===== src/sv/ptc_ram.sv =====
// Simple dual-port synchronous RAM with a registered read port.
module ptc_ram #(
    parameter int WIDTH = 32,
    parameter int DEPTH = 64
) (
    input  logic                     i_clk,
    input  logic                     i_we,
    input  logic [$clog2(DEPTH)-1:0] i_waddr,
    input  logic [WIDTH-1:0]         i_wdata,
    input  logic [$clog2(DEPTH)-1:0] i_raddr,
    output logic [WIDTH-1:0]         o_rdata
);

    logic [WIDTH-1:0] mem [DEPTH];
    logic [WIDTH-1:0] r_rdata;

    always_ff @(posedge i_clk) begin
        if (i_we) begin
            mem[i_waddr] <= i_wdata;
        end
        r_rdata <= mem[i_raddr];
    end

    assign o_rdata = r_rdata;

endmodule


===== config.mk =====
export PLATFORM = sky130hd
export DESIGN_NAME = ptc_ram
export DESIGN_NICKNAME = d
export VERILOG_FILES = /design/src/sv/ptc_ram.sv
export SDC_FILE = /design/constraint.sdc
export NUM_CORES = 2
export LEC_CHECK = 0
export ABC_AREA = 1
export BUFFER_PORTS_ARGS = -buffer_cell sky130_fd_sc_hd__buf_4
export CAP_MARGIN = 40
export CORE_UTILIZATION = 45
export CTS_CLUSTER_SIZE = 28
export DETAILED_ROUTE_END_ITERATION = 6
export PLACE_DENSITY = 0.63
export SYNTH_ARGS = -nofsm -noshare
export SYNTH_HDL_FRONTEND = slang
export SYNTH_SLANG_ARGS = --single-unit
export TNS_END_PERCENT = 1

===== constraint.sdc =====
create_clock -name i_clk -period 8.7 [get_ports i_clk]
set_input_delay 0 -clock i_clk [delete_from_list [all_inputs] [get_ports i_clk]]
set_output_delay 0 -clock i_clk [all_outputs]
set_load 0.005 [all_outputs]

Yosys cells after proc, flatten, opt, wreduce, memory -nomap -nowiden
Memory sizes are Yosys's and may differ from the RTL's. A register that Yosys moved wholly into a read port is not among the register bits.
Cells that the tools add are included.
{"block": "totals", "reg_bits": 0, "ram_bits": 2048, "elab_cells": 3, "mem_count": 1}
{"block": "op_classes", "n_mux": 2}
{"memory": "mem", "depth": 64, "word_bits": 32, "rd": 1, "rd_clocked_by_memory_dff": 1, "wr": 1, "line": "14", "text": "logic [WIDTH-1:0] mem [DEPTH];"}
{"operator": "$mux W1", "count": 2}

Logic depth before layout (Yosys ltp)
{"block": "logic_depth", "word_depth": 2, "depth_mapped": 13, "mapped_depth_nobuf": 9}

Least setup slack after synthesis
Ideal clock, no wire load.
{"block": "synth_path", "path_kind": "input -> register", "start": "input port i_we", "end": "memory mem[48][0] (enable)", "setup_time_ps": 502, "arrival_time_ps": 3628, "setup_slack_ps": 4570, "cell_stages": 3, "path_cell_list": "clkbuf_1 nand4_1 nor4_1"}
{"block": "synth_between", "elab_chain_len": 2}
{"item": "from (decl)", "line": "7", "text": "input logic i_we,"}
{"item": "$mux W1", "line": "18", "text": "if (i_we) begin"}
{"item": "$mux W1 (not written as such)", "line": "19", "text": "mem[i_waddr] <= i_wdata;"}
{"item": "to (decl)", "line": "14"}
Every way passes these cells.

==> flow_metrics.tcl <==
set metrics [dict create \
    die_area_sq_um 186000 \
    yosysWarnings 0 \
    critPathCapture "o_rdata[10]$_DFF_P_" \
    io-pin-count 78 \
    fin_ws_ns 5.59 \
    area_growth_pct 12.1 \
    slew_headroom_pct 8.94 \
    antenna_left 0 \
    holdBufCountCts 39 \
    cp-start-kind "input port" \
    fin_crit_ns 3.11 \
    cts_tree "done" \
    final_layout_size_suffix_gt1_share_pct 7.98 \
    ys_seq_elements 2080 \
    cts_resized 0 \
    viasPerCell 5.73 \
    syn_inst 6769 \
    grt_pass1_wl_mm 344 \
    cts_setup_buffers 0 \
    fmax_mhz 322 \
    min_period_over_period_pct 35.7 \
    rows 157 \
    first_iter_violations 6592 \
    root_buffer "clkbuf_16" \
    die_height_microns 431 \
    drt_wl_total_mm 239 \
    p_per_area_nw_per_um2 227 \
    antenna_found_initial 7 \
    first_pass_iters 6 \
    synth_area_sq_um 82700 \
    clockBufferDepth 3 \
    maxCapViolations 0 \
    grt_usage_pct 25.4 \
    worst_path_most_repeated_cell "nand2_1" \
    reg2reg_from "mem[57][10]$_DFFE_PP_" \
    cts_buffers 200 \
    required_ns 9.41 \
    status "finished, final reports clean" \
    fillers 15494 \
    clock_skew_ns 0.0324 \
    critPathMaxFanout 48 \
    stdcell_count 9402 \
    avgSynthCellArea_sq_um 12.2 \
    worst_r2r_path_depth 8 \
    cpMaxStageDelayCell "buf_4" \
    cts.sinks 2080 \
    hold_viol_final 0 \
    htreeDepth 4 \
    start_util_pct 45.2 \
    seq_area_frac_synth_pct 75.1 \
    drc_errors 0 \
    hpwl_mm 117 \
    final_nets 6803 \
    maxSlewViolCount 0 \
    syn-num-nets 6815 \
    port_buffers 77 \
    cts.reportedPaths.clkPinSlew_ns 0.06 \
    worst_hold_slack_ns 0.0777 \
    setup_violations 0 \
    coreArea_sq_um 183000 \
    worstSkewPairLatency_ns 0.84 \
    grt-ovfl-total 0 \
    max_stage_delay_ns 0.83 \
    worst_setup_path_end_kind "flop" \
    hold_path.class "in2reg" \
    synth.distinct_cells 16 \
    die_x_microns 431 \
    worstPathCellList "dlygate4sd3_1, buf_6, buf_4, buf_4, nand3_1, nand3_1, nand2_1, nand2_1, nand2_1" \
    place_ws_ns 5.05 \
    place_congestion 0.825 \
    arrival_ns 3.82 \
    place_inst 8980 \
    via_count 53896 \
    grt_max_degree 200 \
    wl_per_cell_microns 25.5 \
    ir_drop_uv 185 \
    fin_setup_tns_ns 0 \
    critical_path_class "in2reg" \
    tightest_slew_ns 1.37 \
    r2r_end "o_rdata[10]$_DFF_P_" \
    r2r_slack_ns 6.94 \
    startpoint "i_raddr[3]" \
    p_leak_nw 32.3 \
    rsz0062_at_grt "false" \
    grt_pass1_vias 50623 \
]
sequential cells by signal, indices dropped and copies added (netlist names):
| register | cells |
|---|---|
| o_rdata | 32 |
| mem | 2048 |
final cells by class:
class	count	area [sq um]	area share (%)
Clock buffer	253	5370	5.79
Timing Repair Buffer	235	2120	2.29
Tap cell	2464	3080	3.33
Sequential cell	2080	62100	67.0
Antenna cell	9	22.5	0.0243
Inverter	12	81.3	0.0877
Multi-Input combinational cell	4228	18800	20.2
Clock inverter	121	1130	1.22
metrics by stage:
step,instance area [sq um],total power [mW],util (%)
after global placement,85600,12.6,46.8
final,92700,21.1,50.7
after global routing,92700,21.6,50.7
after floorplan,82700,12.0,-
after detailed placement,85800,12.6,46.9
after CTS,92700,21.1,50.7
how the worst min path moves through the flow:
| stage | start | endpoint | slack (ns) | depth (start not counted) |
|---|---|---|---|---|
| 2_1_floorplan | i_wdata[0] | mem[0][0]$_DFFE_PP_ | 0.1 | 0 |
| 3_3_place_gp | o_rdata[20]$_DFF_P_ | o_rdata[20] | 0.39 | 1 |
| 3_5_place_dp | o_rdata[7]$_DFF_P_ | o_rdata[7] | 0.38 | 1 |
| 4_1_cts | i_raddr[1] | o_rdata[18]$_DFF_P_ | 0.03 | 8 |
| 5_1_grt | i_raddr[2] | o_rdata[18]$_DFF_P_ | 0.12 | 7 |
| 6_report | i_raddr[1] | o_rdata[18]$_DFF_P_ | 0.08 | 8 |
power by group:
group          total [mW]  switching [mW]  internal, mW
logic                1.30           0.988         0.311
clock network        8.61            3.74          4.87
registers            11.1          0.0494          11.1
placed cells by master, fill, tap and decap left out, drive strengths merged:
master / synthesis / routed
dfxtp: 32 / 32
nand3: 1907 / 1907
buf: 372 / 196
clkbuf: 77 / 253
edfxtp: 2048 / 2048
nor4: 8 / 8
diode: 0 / 9
clkinvlp: 0 / 5
nor2: 56 / 56
inv: 12 / 18
clkinv: 0 / 93
dlygate4sd3: 0 / 39
nand4: 9 / 9
bufinv: 0 / 17
nand2: 2248 / 2248
synthesized netlist by cell type (all sizes together):
master,number,area [sq um]
nand2,2248,8440
edfxtp,2048,61500
nand3,1907,9540
buf,372,1960
clkbuf,77,289
nor2,56,210
dfxtp,32,641
inv,12,47.6
nand4,9,56.3
nor4,8,50.1
critical path: cells and delay by family:
family / cells / cell delay [ns]
simple gates: 5 / 1.07
buf+inv: 4 / 2.62
kinds of logic (layout without fill, tap and decap cells):
family,after synthesis,count (layout),share of synthesized area [%]
flops,2080,2080,75.1
other cells,0,9,0
simple gates,4228,4228,22.1
buf+inv,461,621,2.78
layer usage:
metal,vias up,global-route usage [%],part of all wire [%]
met3,471,3.60,8.2
met4,2,12.0,4.8
li1,24113,-,-
met1,26612,34.6,40
met2,2698,40.5,47
met5,-,0,0.0054
Note: power is estimated with default switching activity, not from simulation.
