--- src/sv/ptc_pkg.sv ---
// Shared types and constants of the per-key traffic counter table.
package ptc_pkg;

    localparam int TABLE_ENTRIES = 64;
    localparam int IDX_W         = $clog2(TABLE_ENTRIES);
    localparam int FILL_W        = $clog2(TABLE_ENTRIES + 1);
    localparam int KEY_W         = 32;
    localparam int LEN_W         = 32;
    localparam int CNT_W         = 64;

    localparam logic CMD_COUNT = 1'b0;
    localparam logic CMD_READ  = 1'b1;

    localparam logic DIR_TX = 1'b0;
    localparam logic DIR_RX = 1'b1;

    localparam logic [2:0] ST_COUNTED   = 3'd0;
    localparam logic [2:0] ST_NEW       = 3'd1;
    localparam logic [2:0] ST_IGNORED   = 3'd2;
    localparam logic [2:0] ST_FULL      = 3'd3;
    localparam logic [2:0] ST_READ_HIT  = 3'd4;
    localparam logic [2:0] ST_READ_MISS = 3'd5;

    typedef struct packed {
        logic             cmd;
        logic [KEY_W-1:0] key;
        logic [LEN_W-1:0] length;
        logic             direction;
    } t_in_item;

    typedef struct packed {
        logic [2:0]       status;
        logic [CNT_W-1:0] rx_byte_total;
        logic [CNT_W-1:0] rx_packet_total;
        logic [CNT_W-1:0] tx_byte_total;
        logic [CNT_W-1:0] tx_packet_total;
    } t_out_item;

    // One row of the counter memory.
    typedef struct packed {
        logic [CNT_W-1:0] rx_bytes;
        logic [CNT_W-1:0] rx_packets;
        logic [CNT_W-1:0] tx_bytes;
        logic [CNT_W-1:0] tx_packets;
    } t_counters;

    typedef enum logic [2:0] {
        S_IDLE,
        S_SCAN,
        S_CNT,
        S_MISS,
        S_DONE
    } t_state;

endpackage

--- src/sv/ptc_update.sv ---
// Counter update: adds one packet of a given length to a row of counters.
module ptc_update (
    input  ptc_pkg::t_counters              i_base,
    input  logic                            i_fresh,
    input  logic [ptc_pkg::LEN_W-1:0]       i_length,
    input  logic                            i_direction,
    output ptc_pkg::t_counters              o_counters
);

    ptc_pkg::t_counters base;
    logic [ptc_pkg::CNT_W-1:0] len_ext;

    // A freshly taken entry starts from zero counters.
    assign base    = i_fresh ? '0 : i_base;
    assign len_ext = ptc_pkg::CNT_W'(i_length);

    always_comb begin
        o_counters = base;
        if (i_direction == ptc_pkg::DIR_RX) begin
            o_counters.rx_bytes   = base.rx_bytes + len_ext;
            o_counters.rx_packets = base.rx_packets + ptc_pkg::CNT_W'(1);
        end else begin
            o_counters.tx_bytes   = base.tx_bytes + len_ext;
            o_counters.tx_packets = base.tx_packets + ptc_pkg::CNT_W'(1);
        end
    end

endmodule

--- config.mk ---
export PLATFORM = sky130hd
export DESIGN_NAME = ptc_update
export DESIGN_NICKNAME = d
export VERILOG_FILES = /design/src/sv/ptc_pkg.sv /design/src/sv/ptc_update.sv
export SDC_FILE = /design/constraint.sdc
export NUM_CORES = 1
export LEC_CHECK = 0
export BUFFER_PORTS_ARGS = -buffer_cell sky130_fd_sc_hd__clkbuf_2
export CORE_AREA = 2 2 209 211
export DETAILED_ROUTE_END_ITERATION = 7
export DIE_AREA = 0 0 211 213
export PLACE_DENSITY = 0.46
export RECOVER_POWER = 25
export SLEW_MARGIN = 20
export SYNTH_ARGS = -nofsm -noshare
export SYNTH_HDL_FRONTEND = slang
export SYNTH_SLANG_ARGS = --single-unit
--- constraint.sdc ---
create_clock -name vclk -period 4.5
set_input_delay 0.45 -clock vclk [all_inputs]
set_output_delay 0.45 -clock vclk [all_outputs]
set_load 0.05 [all_outputs]
=== Yosys cells after proc, flatten, opt, wreduce, memory -nomap -nowiden ===
Cells that the tools add are included.

* Register bits: 0
* Bits of input ports: 290
* Word-level logic and storage cells: 7

* $add $sub $neg: 4
* Muxes and demuxes: 3

{| class="wikitable"
|+ Operators with widths
! operator !! number
|-
| $mux W128 || 2
|-
| $mux W256 || 1
|-
| $add A64 B1 Y64 const B || 2
|-
| $add A64 B32 Y64 || 2
|}

=== Longest topological paths before layout ===
* Depth in word-level cells: 3
* Mapped depth: 17

=== Worst setup path after synthesis ===
OpenSTA, ideal clock, no wires.

* Kind: input -> output
* Start point: input i_fresh
* End point: output o_counters[254] (netlist bit)
* Arrival time: 5.013 ns
* Required time: 4.050 ns
* Setup slack: -0.963 ns
* Stages on the path: 16
* Buffers on the path: 6
* Cells stage by stage: clkbuf_1 clkbuf_1 clkbuf_1 buf_2 clkbuf_1 nor2b_1 ha_1 nand2_1 or4_1 a2bb2oi_1 a31o_4 a211oi_2 o21ai_2 buf_6 or4_1 a21oi_1

{| class="wikitable"
|+ RTL lines
! what !! RTL line !! RTL
|-
| start, declared || ptc_update.sv:4 || <nowiki>input logic i_fresh,</nowiki>
|-
| end, declared || ptc_update.sv:7 || <nowiki>output ptc_pkg::t_counters o_counters</nowiki>
|}

==> impl_metrics.py <==
metrics = {
    "worst_setup_path": {
        "critical_path.max_stage_delay_ps": 550,
        "timing.critical_path.arrival_ps": 3890,
        "timing.critical_path.slowest_stage_cell": "sky130_fd_sc_hd__or4_1",
        "critPathMostFrequentCell": "sky130_fd_sc_hd__or4_1",
        "worstPathRequired_ps": 4050,
        "timing.critical_path.fanout_max": 30,
        "cp-start-kind": "input port",
        "cp_num_buf_inv": 3,
        "critical_setup_path_class": "in -> out",
        "timing.critical_path.max_delay_family": "compound AO/OA/AOI/OAI gates",
        "timing.critical_path.to_type": "primary output",
        "crit_path_cell_trace": "buf_8 -> buf_12 -> nor2b_1 -> ha_1 -> nand3_1 -> or4_1 -> a2bb2oi_1 -> a31o_4 -> a211oi_2 -> o21ai_4 -> or4_1 -> a21oi_2 -> buf_2",
    },
    "floorplanning": {
        "die_ar_sq_um": 44900,
        "placeableCoreArea_sq_um": 42700,
        "num_io_pins": 546,
        "initial_core_util_pct": 23.0,
        "die_y_um": 213,
        "row_count": 76,
        "floorplan.die.width_um": 211,
    },
    "hold_path": {
        "min_path_type": "in -> out",
    },
    "clock_network": {
        "ctsHoldBuffers": 0,
    },
    "routing": {
        "routed_wl_mm": 53.7,
        "detail_route.iter0.violations": 773,
        "drc": 0,
        "vias_per_cell": 5.17,
        "drt_first_pass_iters": 7,
        "routedWlPerCell_um": 20.4,
        "num_vias": 13600,
        "detail-route-antenna-nets": 0,
    },
    "synth": {
        "synth.cell_area_sq_um": 9820,
        "seq_area_frac_synth_pct": 0,
        "syn_inst": 1546,
        "synth_warnings": 0,
        "synth_fp_nets": 1904,
        "post_synth.cell_area_avg_sq_um": 6.35,
        "synth_cell_type_count": 78,
    },
    "finish": {
        "clock_buffers": 0,
        "finalCoreUtilization_pct": 34.2,
        "final_cell_mix": "423 x sky130_fd_sc_hd__clkbuf_2, 177 x sky130_fd_sc_hd__nand2_1, 143 x sky130_fd_sc_hd__nor2_1",
        "mostFrequentLayoutCell": "sky130_fd_sc_hd__clkbuf_2",
        "synthesis_to_finish_area_growth_pct": 48.9,
        "final.fill_count": 4779,
        "drive_gt1_share_pct": 32.0,
        "regArea_sq_um": 0,
        "multi_input_area_sq_um": 9660,
        "nFlopsAndLatches": 0,
        "final_design_area_no_fill_sq_um": 14600,
        "nNetsFinal": 2439,
    },
    "power": {
        "p_int_uw": 721,
        "netSwitchingFraction_pct": 66.2,
        "clkPwrFrac_pct": 0,
        "power.density_nw_per_um2": 146,
        "share_seq_of_total_power_pct": 0,
        "comb_power_share_pct": 100.0,
        "leakage_dissipation_uw": 0.00633,
        "max-vdd-ir-drop_v": 0.000109,
        "p_sw_uw": 1410,
    },
    "timing": {
        "max_slew_margin_pct": 29.1,
        "slew_viol_final": 0,
        "post-route-min-period_ps": 4340,
        "worst_slew_pin_slew_ps": 1060,
        "fmax_mhz": 230,
        "grt_setup_unrepaired": "false",
        "fin_tns_setup_ps": 0,
        "final_min_period_over_clock_period_pct": 96.5,
        "hold_viol_final": 0,
        "setup_viol": 0,
    },
    "outcome": {
        "status": "completed",
    },
    "place": {
        "place.detailed.hpwl_mm": 47.0,
        "io_buffer_count": 546,
        "placement.cell_area_sq_um": 14600,
        "finalWeightedCongestion": 0.922,
    },
    "job": {
        "timing.max_cap.violations": 0,
    },
    "grt": {
        "global_route.overflow_total": 0,
        "track_usage_pct": 22.3,
        "grt_max_degree": 47,
        "grt_first_pass_wirelength_mm": 77.9,
        "grt_pass1_vias": 13100,
        "antenna_found_initial": 8,
    },
}
[layer usage]
layer	vias up	track usage, %	part of all wire [%]
li1	6633	-	-
met1	6368	27.4	41
met2	528	39.7	49
met3	56	4.09	7.0
met4	4	5.73	2.5
met5	-	0	0.043
[synth_stat cells, drive strengths merged (7+ instances only)]
library cell | count | share of area, %
o21bai | 12 | 0.92
nand4 | 85 | 5.5
clkbuf | 50 | 2.2
xnor2 | 141 | 13
mux2 | 42 | 4.8
buf | 19 | 1.2
nand2 | 177 | 6.8
nor2b | 131 | 8.3
o211ai | 8 | 0.61
a31oi | 8 | 0.51
ha | 66 | 8.4
inv | 28 | 1.1
nor4 | 11 | 0.76
nor3b | 10 | 0.76
nand2b | 7 | 0.45
nor2 | 151 | 5.8
o21ai | 69 | 3.6
a21o | 27 | 2.1
or4 | 10 | 0.76
a21oi | 125 | 6.4
or3 | 30 | 1.9
o21a | 8 | 0.61
and4 | 16 | 1.4
nor3 | 36 | 1.9
and3 | 45 | 2.9
xor2 | 71 | 6.3
nand3 | 74 | 3.8
and2 | 17 | 1.1
[timing repair]
item | in CTS | in global routing
setup buffers | 1 | 0
endpoints found under the setup margin | 7 | 15
pin swaps | 1 | 0
endpoints found under the hold margin | 0 | 0
gates resized for setup | 2 | 10
[power groups by stage]
stage | logic, uW | clock network (uW) | registers (uW)
finish | 2130 | 0.000150 | 0
global route | 2270 | 0.0000904 | 0
detailed placement | 2140 | 0 | 0
floorplan | 1370 | 0 | 0
global placement | 2140 | 0 | 0
CTS | 2150 | 0 | 0
[cells by family after synthesis]
family	count (synthesis)	share of synthesized area, %
AOI/OAI and AO/OA	300	18.5
adders and majority gates	68	8.82
and+or+nand+nor	825	44.3
muxes	43	4.92
xor gates and xnor gates	212	18.9
buffers and inverters	98	4.56
[through the flow]
step           total power [uW]  setup WS, ps  hold slack [ps]  cells
3_3_place_gp               2140          -230             1290   2624
4_1_cts                    2150          63.6             1290   2625
5_1_grt                    2270          19.0             1310   2628
6_report                   2130           157             1290   2630
3_5_place_dp               2140          -307             1290   2624
2_1_floorplan              1370       -0.0986             1110   1546
[cell type report]
cell class	instances	area share [%]
inverter	28	0.719
tap	546	4.67
timing repair buffer	603	28.5
antenna	5	0.0856
multi-input combinational	1448	66.1
[path summary, 6_finish.rpt]
path   startpoint         endpoint  slack (ps)  depth (start not counted)
max       i_fresh  o_counters[246]         160                         13
min   i_base[118]  o_counters[118]        1290                          4
[worst min-delay path: stages]
cell                       delay (ps)
sky130_fd_sc_hd__clkbuf_2         100
sky130_fd_sc_hd__nand2_1           70
sky130_fd_sc_hd__a21oi_2           70
sky130_fd_sc_hd__buf_12           150
No activity file was read; power rests on OpenSTA's default activity.
